### config.mk
export PLATFORM = sky130hd
export DESIGN_NAME = sm3_hash_engine
export DESIGN_NICKNAME = d
export VERILOG_FILES = /design/src/hw/rtl/sm3_pkg.sv /design/src/hw/rtl/sm3_round.sv /design/src/hw/rtl/sm3_hash_engine.sv
export SDC_FILE = /design/constraint.sdc
export NUM_CORES = 2
export LEC_CHECK = 0
export CAP_MARGIN = 20
export CELL_PAD_IN_SITES_DETAIL_PLACEMENT = 1
export CELL_PAD_IN_SITES_GLOBAL_PLACEMENT = 1
export CORE_ASPECT_RATIO = 1.25
export CORE_MARGIN = 2
export CORE_UTILIZATION = 52
export CTS_BUF_LIST = sky130_fd_sc_hd__clkbuf_2 sky130_fd_sc_hd__clkbuf_4 sky130_fd_sc_hd__clkbuf_8
export CTS_CLUSTER_DIAMETER = 200
export DETAILED_ROUTE_END_ITERATION = 7
export DONT_BUFFER_PORTS = 1
export PLACE_DENSITY_LB_ADDON = 0.08
export SLEW_MARGIN = 20
export SYNTH_ARGS = -nofsm -noshare
export SYNTH_HDL_FRONTEND = slang
export SYNTH_SLANG_ARGS = --single-unit
### constraint.sdc
create_clock -name clk -period 60.9 [get_ports clk]
set_input_delay 6.09 -clock clk [delete_from_list [all_inputs] [get_ports clk]]
set_output_delay 6.09 -clock clk [all_outputs]
set_load 0.02 [all_outputs]
### src/hw/rtl/sm3_pkg.sv
// Shared types, constants and word functions of the SM3 hash engine.
// Depends on nothing; used by sm3_round and sm3_hash_engine.
package sm3_pkg;

  typedef logic [31:0] word_t;
  // Eight 32-bit words, index 0 is A (or the first chaining word).
  typedef logic [0:7][31:0] regs_t;
  // Sixteen-word message window, index 0 is the oldest word.
  typedef logic [0:15][31:0] window_t;

  typedef enum logic [1:0] {
    S_IDLE,
    S_ROUND,
    S_EMIT
  } state_t;

  localparam word_t T_LOW  = 32'h79CC4519;
  localparam word_t T_HIGH = 32'h7A879D8A;

  localparam regs_t IV = {
    32'h7380166F, 32'h4914B2B9, 32'h172442D7, 32'hDA8A0600,
    32'hA96F30BC, 32'h163138AA, 32'hE38DEE4D, 32'hB0FB0E4E
  };

  localparam int unsigned BLOCK_WORDS = 16;
  localparam int unsigned ROUNDS      = 64;
  localparam int unsigned DIGEST_WORDS = 8;

  function automatic word_t rotl(word_t x, logic [4:0] n);
    logic [63:0] d;
    d = {x, x} << n;
    return d[63:32];
  endfunction

  function automatic word_t p0(word_t x);
    return x ^ rotl(x, 5'd9) ^ rotl(x, 5'd17);
  endfunction

  function automatic word_t p1(word_t x);
    return x ^ rotl(x, 5'd15) ^ rotl(x, 5'd23);
  endfunction

  // Next expanded word W[j+16] from the window holding W[j] .. W[j+15].
  function automatic word_t expand(window_t w);
    return p1(w[0] ^ w[7] ^ rotl(w[13], 5'd15)) ^ rotl(w[3], 5'd7) ^ w[10];
  endfunction

endpackage

### src/hw/rtl/sm3_round.sv
// One SM3 compression round: FF, GG, SS1/SS2 and the register update.
// Depends on sm3_pkg.
module sm3_round (
  input  sm3_pkg::regs_t     v,
  input  sm3_pkg::word_t     w_j,
  input  sm3_pkg::word_t     w_j4,
  input  logic [5:0]         j,
  output sm3_pkg::regs_t     v_nxt
);

  sm3_pkg::word_t ra, tj, ss1, ss2, ff, gg, tt1, tt2;
  logic           low_half;

  always_comb begin
    low_half = (j[5:4] == 2'b00);
    tj       = low_half ? sm3_pkg::T_LOW : sm3_pkg::T_HIGH;
    ra       = sm3_pkg::rotl(v[0], 5'd12);
    ss1      = sm3_pkg::rotl(ra + v[4] + sm3_pkg::rotl(tj, j[4:0]), 5'd7);
    ss2      = ss1 ^ ra;
    if (low_half) begin
      ff = v[0] ^ v[1] ^ v[2];
      gg = v[4] ^ v[5] ^ v[6];
    end else begin
      ff = (v[0] & v[1]) | (v[0] & v[2]) | (v[1] & v[2]);
      gg = (v[4] & v[5]) | (~v[4] & v[6]);
    end
    tt1 = ff + v[3] + ss2 + (w_j ^ w_j4);
    tt2 = gg + v[7] + ss1 + w_j;

    v_nxt[0] = tt1;
    v_nxt[1] = v[0];
    v_nxt[2] = sm3_pkg::rotl(v[1], 5'd9);
    v_nxt[3] = v[2];
    v_nxt[4] = sm3_pkg::p0(tt2);
    v_nxt[5] = v[4];
    v_nxt[6] = sm3_pkg::rotl(v[5], 5'd19);
    v_nxt[7] = v[6];
  end

endmodule

### src/hw/rtl/sm3_hash_engine.sv
// SM3 hash engine: one input word per cycle while idle, 64 rounds per block, 8 digest
// words out. The sixteenth word of a block starts 64 rounds, one per cycle through the
// shared round unit; further words are stalled until the engine is idle again. A final
// word adds eight output transfers.
// Reset (synchronous, rst_n low) loads the IV and empties the block; no clearing pass.
// Depends on sm3_pkg and sm3_round.
module sm3_hash_engine (
  input  logic        clk,
  input  logic        rst_n,

  input  logic        in_valid,
  output logic        in_stall,
  input  logic [31:0] in_message_word,
  input  logic        in_final_word,

  output logic        out_valid,
  input  logic        out_stall,
  output logic [31:0] out_digest_word,
  output logic        out_digest_last
);

  // Control state. The engine accepts words only while idle. Words are shifted
  // into a sixteen-word window; the sixteenth word of a block starts the rounds.
  sm3_pkg::state_t  state_r,   state_nxt;
  logic [3:0]       pos_r,     pos_nxt;
  logic [5:0]       round_r,   round_nxt;
  logic [2:0]       emit_r,    emit_nxt;
  logic             final_r,   final_nxt;

  // Datapath: chaining value, working registers A..H and the message window.
  sm3_pkg::regs_t   cv_r,      cv_nxt;
  sm3_pkg::regs_t   wr_r,      wr_nxt;
  sm3_pkg::window_t win_r,     win_nxt;

  sm3_pkg::regs_t   round_out;
  logic             in_xfer;
  logic             out_xfer;

  // The shared round unit. During rounds the window holds W[j] .. W[j+15], so
  // the unit always reads W[j] and W[j+4] at fixed taps.
  sm3_round u_round (
    .v     (wr_r),
    .w_j   (win_r[0]),
    .w_j4  (win_r[4]),
    .j     (round_r),
    .v_nxt (round_out)
  );

  assign in_stall        = (state_r != sm3_pkg::S_IDLE);
  assign out_valid       = (state_r == sm3_pkg::S_EMIT);
  assign out_digest_word = cv_r[0];
  assign out_digest_last = (emit_r == 3'd7);

  assign in_xfer  = in_valid && !in_stall;
  assign out_xfer = out_valid && !out_stall;

  always_comb begin
    state_nxt = state_r;
    pos_nxt   = pos_r;
    round_nxt = round_r;
    emit_nxt  = emit_r;
    final_nxt = final_r;
    cv_nxt    = cv_r;
    wr_nxt    = wr_r;
    win_nxt   = win_r;

    case (state_r)
      sm3_pkg::S_IDLE: begin
        if (in_xfer) begin
          // Every word is shifted in, even one that ends an incomplete block;
          // that partial block is simply dropped afterwards.
          win_nxt = {win_r[1:15], in_message_word};
          if (pos_r == 4'(sm3_pkg::BLOCK_WORDS - 1)) begin
            // A full block: start the rounds from the current chaining value.
            pos_nxt   = 4'd0;
            round_nxt = 6'd0;
            wr_nxt    = cv_r;
            final_nxt = in_final_word;
            state_nxt = sm3_pkg::S_ROUND;
          end else if (in_final_word) begin
            // Final word inside a partial block: the digest is the chaining
            // value as it stands.
            pos_nxt   = 4'd0;
            emit_nxt  = 3'd0;
            state_nxt = sm3_pkg::S_EMIT;
          end else begin
            pos_nxt = pos_r + 4'd1;
          end
        end
      end

      sm3_pkg::S_ROUND: begin
        wr_nxt    = round_out;
        win_nxt   = {win_r[1:15], sm3_pkg::expand(win_r)};
        round_nxt = round_r + 6'd1;
        if (round_r == 6'(sm3_pkg::ROUNDS - 1)) begin
          // Last round: fold the result into the chaining value.
          round_nxt = 6'd0;
          for (int k = 0; k < 8; k++) begin
            cv_nxt[k] = cv_r[k] ^ round_out[k];
          end
          wr_nxt = cv_nxt;
          if (final_r) begin
            emit_nxt  = 3'd0;
            state_nxt = sm3_pkg::S_EMIT;
          end else begin
            state_nxt = sm3_pkg::S_IDLE;
          end
          final_nxt = 1'b0;
        end
      end

      sm3_pkg::S_EMIT: begin
        // The chaining value shifts toward word 0, which drives the output.
        if (out_xfer) begin
          cv_nxt   = {cv_r[1:7], cv_r[0]};
          emit_nxt = emit_r + 3'd1;
          if (emit_r == 3'(sm3_pkg::DIGEST_WORDS - 1)) begin
            // Digest delivered: back to the IV for the next message.
            cv_nxt    = sm3_pkg::IV;
            wr_nxt    = sm3_pkg::IV;
            emit_nxt  = 3'd0;
            state_nxt = sm3_pkg::S_IDLE;
          end
        end
      end

      default: begin
        state_nxt = sm3_pkg::S_IDLE;
      end
    endcase
  end

  always_ff @(posedge clk) begin
    if (!rst_n) begin
      state_r <= sm3_pkg::S_IDLE;
      pos_r   <= 4'd0;
      round_r <= 6'd0;
      emit_r  <= 3'd0;
      final_r <= 1'b0;
      cv_r    <= sm3_pkg::IV;
      wr_r    <= sm3_pkg::IV;
    end else begin
      state_r <= state_nxt;
      pos_r   <= pos_nxt;
      round_r <= round_nxt;
      emit_r  <= emit_nxt;
      final_r <= final_nxt;
      cv_r    <= cv_nxt;
      wr_r    <= wr_nxt;
    end
  end

  // The window holds message data only and needs no reset.
  always_ff @(posedge clk) begin
    win_r <= win_nxt;
  end

`ifndef ASSERT_OFF
  // A completed block always starts the rounds at round zero.
  a_block_starts_rounds: assert property (@(posedge clk) disable iff (!rst_n)
    (in_xfer && pos_r == 4'd15) |=> (state_r == sm3_pkg::S_ROUND && round_r == 6'd0))
    else $error("completed block did not start the rounds");

  // The round phase ends after the last round.
  a_rounds_end: assert property (@(posedge clk) disable iff (!rst_n)
    (state_r == sm3_pkg::S_ROUND && round_r == 6'd63) |=> (state_r != sm3_pkg::S_ROUND))
    else $error("round phase ran past the last round");

  // The round counter is parked at zero outside the round phase.
  a_round_parked: assert property (@(posedge clk) disable iff (!rst_n)
    (state_r != sm3_pkg::S_ROUND) |-> (round_r == 6'd0))
    else $error("round counter not zero outside rounds");

  // After the last digest word the engine is idle with the IV restored.
  a_digest_restores_iv: assert property (@(posedge clk) disable iff (!rst_n)
    (out_xfer && out_digest_last) |=>
      (state_r == sm3_pkg::S_IDLE && pos_r == 4'd0 && cv_r == sm3_pkg::IV))
    else $error("engine not back at the IV after the digest");
`endif

endmodule
==> reports/qor.txt <==
Most frequent cells in the layout -> nand2_1, nor2_1, o21ai_0
Compound-Gate Fraction of Synth Area -> 21.0%
Cell count of the worst reg-to-reg path -> 38
Routed vias -> 56.2k
Tmin final -> 11.07 ns
Total GRT Usage -> 43.9%
Asr flop ratio synth -> 0%
Critical Path AT -> 11.89 ns
Worst path depth -> 38
Yosys cell types -> 105
Routed length per instance -> 33.0 um
Sequential Area -> 0.0259 mm^2
Multi-input combinational cell area -> 0.0329 mm^2
Multiplexer share of the synthesized area -> 1.97%
Synth Area in Adders -> 8.19%
Ranking of synthesized cells by area -> edfxtp_1, dfxtp_1, fa_1
Top cell by count, worst path -> o21ai_0
EDFF count, synth -> 512
Hold-critical path depth -> 0
Cells after synthesis -> 6,873
IO Count -> 72
Hold Fails Final Rpt -> 0
WL final -> 272,000 um
Largest net degree at the start of global routing -> 263
Synth-to-Final Area Change -> 6.78%
Post-Place Cells -> 7,950
First-pass GRT wire length -> 392,000 um
Core box area -> 0.118 mm^2
CTS Buffer Depth -> 3
Number of setup buffers added after CTS -> 0
Initial DRC count -> 6,339
Max Cap Violations -> 0
WP buf/inv -> 5
#FFs+latches synth -> 1,040
YS warnings -> 0
Simple-gate share of the synthesized area -> 13.8%
Die span in y -> 390 um
Commonest non-fill, non-tap cell in the layout -> nand2_1
Worst slew pin tran -> 1.26 ns
Setup CP Type -> flip-flop to flip-flop
GP Congestion -> 1.06
Drt pass-1 iters -> 8
Ys flop type -> dfxtp_1
CTS H-tree depth -> 4
GRT Residual Overflow -> 0
Failing checks -> design-rule violations
# resized after CTS -> 0
Synthesized Nets -> 7,204
Number of global-route vias before repair -> 55.2k
Final max-slew violation count -> 0
Seq/Total Area, Yosys -> 41.8%
Setup TNS Final -> 0 ns
Critical Path Sink Type -> flip-flop
Worst path required time -> 61.72 ns
Die X -> 313 um
Share of layout cells above drive strength 1 -> 7.49%
Initial antenna violation count -> 12
Main combinational cell family by area after synthesis -> compound AO/OA/AOI/OAI gates
RSZ-0062 raised after global routing -> no
Rows -> 141
Synth Area per Inst -> 9.04 um^2
CTS tree -> built
Critical Path Start Type -> flip-flop
CP Max Fanout -> 48
CTS sink count -> 1,040
Final nets -> 6,882
Post-synthesis xor/xnor area fraction -> 7.66%
Layout Cells excl Fill -> 8,267
Routed Antenna Nets -> 0
Root buf cell -> clkbuf_8
Fmax -> 90.3 MHz
Final Setup Violations -> 0
Period utilisation layout -> 18.2%
Post-DP HPWL -> 185,000 um
Die ar. -> 0.122 mm^2
Final WS setup -> 49.83 ns
Worst stage delay on the critical path -> 0.76 ns
Worst skew pair latency -> 1.00 ns
Fin Clk Skew -> 0.0927 ns
# hold bufs at CTS -> 0
Yosys top cell by area -> edfxtp_1
Post-synth top area share -> 24.7%
Hold crit path type -> flip-flop to flip-flop
Vias per cell -> 6.79
Count of input and output buffers -> 0
Crit path max-delay family -> compound AO/OA/AOI/OAI gates
Slew HR -> 15.3%
Synth Cell Area -> 0.0621 mm^2
Clock Pin Slew Worst Setup and Hold Paths -> 0.08 ns
Slowest-stage cell, CP -> a311oi_1
Place WS -> 50.14 ns
FILL cells -> 13.3k
Initial core utilization -> 52.5%
DRC viols -> 1
Total CTS buffers -> 172
Status -> complete, but fails checks
cells in the mapped netlist (73+ instances only):
cell type / instances
dfxtp_1: 528
o22ai_1: 105
nand2_1: 892
mux2i_1: 73
edfxtp_1: 512
nor2_1: 685
clkbuf_1: 496
a221oi_1: 214
a31oi_1: 93
nand3_1: 110
fa_1: 188
ha_1: 106
o21ai_0: 544
a21oi_1: 364
xnor2_1: 389
o211ai_1: 232
inv_1: 284
xor2_1: 114
nor3_1: 171
stage by stage:
stage	hold WS (ns)	instance area, um^2	util (%)
6_report	0.402	66300	56.0
5_1_grt	0.397	66300	56.0
4_1_cts	0.398	66300	56.0
3_5_place_dp	0.405	62700	53.0
3_3_place_gp	0.400	62700	53.0
2_1_floorplan	0.400	62100	-
worst register-to-register path: cells and delay by family, from the launching register on:
family          cells  cell delay [ns]
compound gates     18             5.08
fa+ha+maj           7             2.70
simple gates        4             1.13
buf+inv             5             0.91
xor+xnor            2             0.48
flops               1             0.32
mux                 2             0.32
cells by family (layout without fill, tap and decap cells):
| logic type | count (synthesis) | after routing |
|---|---|---|
| mux | 117 | 117 |
| other cells | 0 | 5 |
| simple gates | 2049 | 2049 |
| xor+xnor | 519 | 519 |
| flops | 1040 | 1040 |
| buf+inv | 878 | 694 |
| compound gates | 1976 | 1976 |
| fa+ha+maj | 294 | 294 |
layer usage:
metal / global-route usage, % / part of all wire (%) / vias up
met1: 53.1 / 37 / 28609
met3: 9.28 / 8.5 / 792
li1: - / - / 23899
met2: 68.8 / 45 / 2859
met5: 0 / 0.018 / -
met4: 33.4 / 9.1 / 8
state kept, by name, summed over array words and instances (netlist names):
name	count
emit_r	3
wr_r	256
round_r	6
pos_r	4
win_r	512
cv_r	224
final_r	1
state_r	2
out_digest_word	32
final timing paths:
check	from	endpoint	slack, ns
setup / recovery	round_r[4]$_SDFFE_PN0P_	out_digest_word[15]$_SDFFE_PN0P_	49.83
hold / removal	win_r[430]$_DFFE_PP_	win_r[462]$_DFFE_PP_	0.40
setup reg to reg	round_r[4]$_SDFFE_PN0P_	out_digest_word[15]$_SDFFE_PN0P_	49.83
hold reg to reg	win_r[430]$_DFFE_PP_	win_r[462]$_DFFE_PP_	0.40
area by class of cell:
| cell class | instances | share of cell area [%] |
|---|---|---|
| Sequential cell | 1040 | 39.1 |
| Antenna cell | 5 | 0.0189 |
| Multi-Input combinational cell | 4955 | 49.6 |
| Tap cell | 1573 | 2.97 |
| Timing Repair Buffer | 93 | 1.18 |
| Inverter | 289 | 1.67 |
| Clock buffer | 257 | 4.74 |
| Clock inverter | 55 | 0.734 |
Power is not shown: default switching activity piles up to over one toggle a cycle in this logic, so the estimate is an artifact.
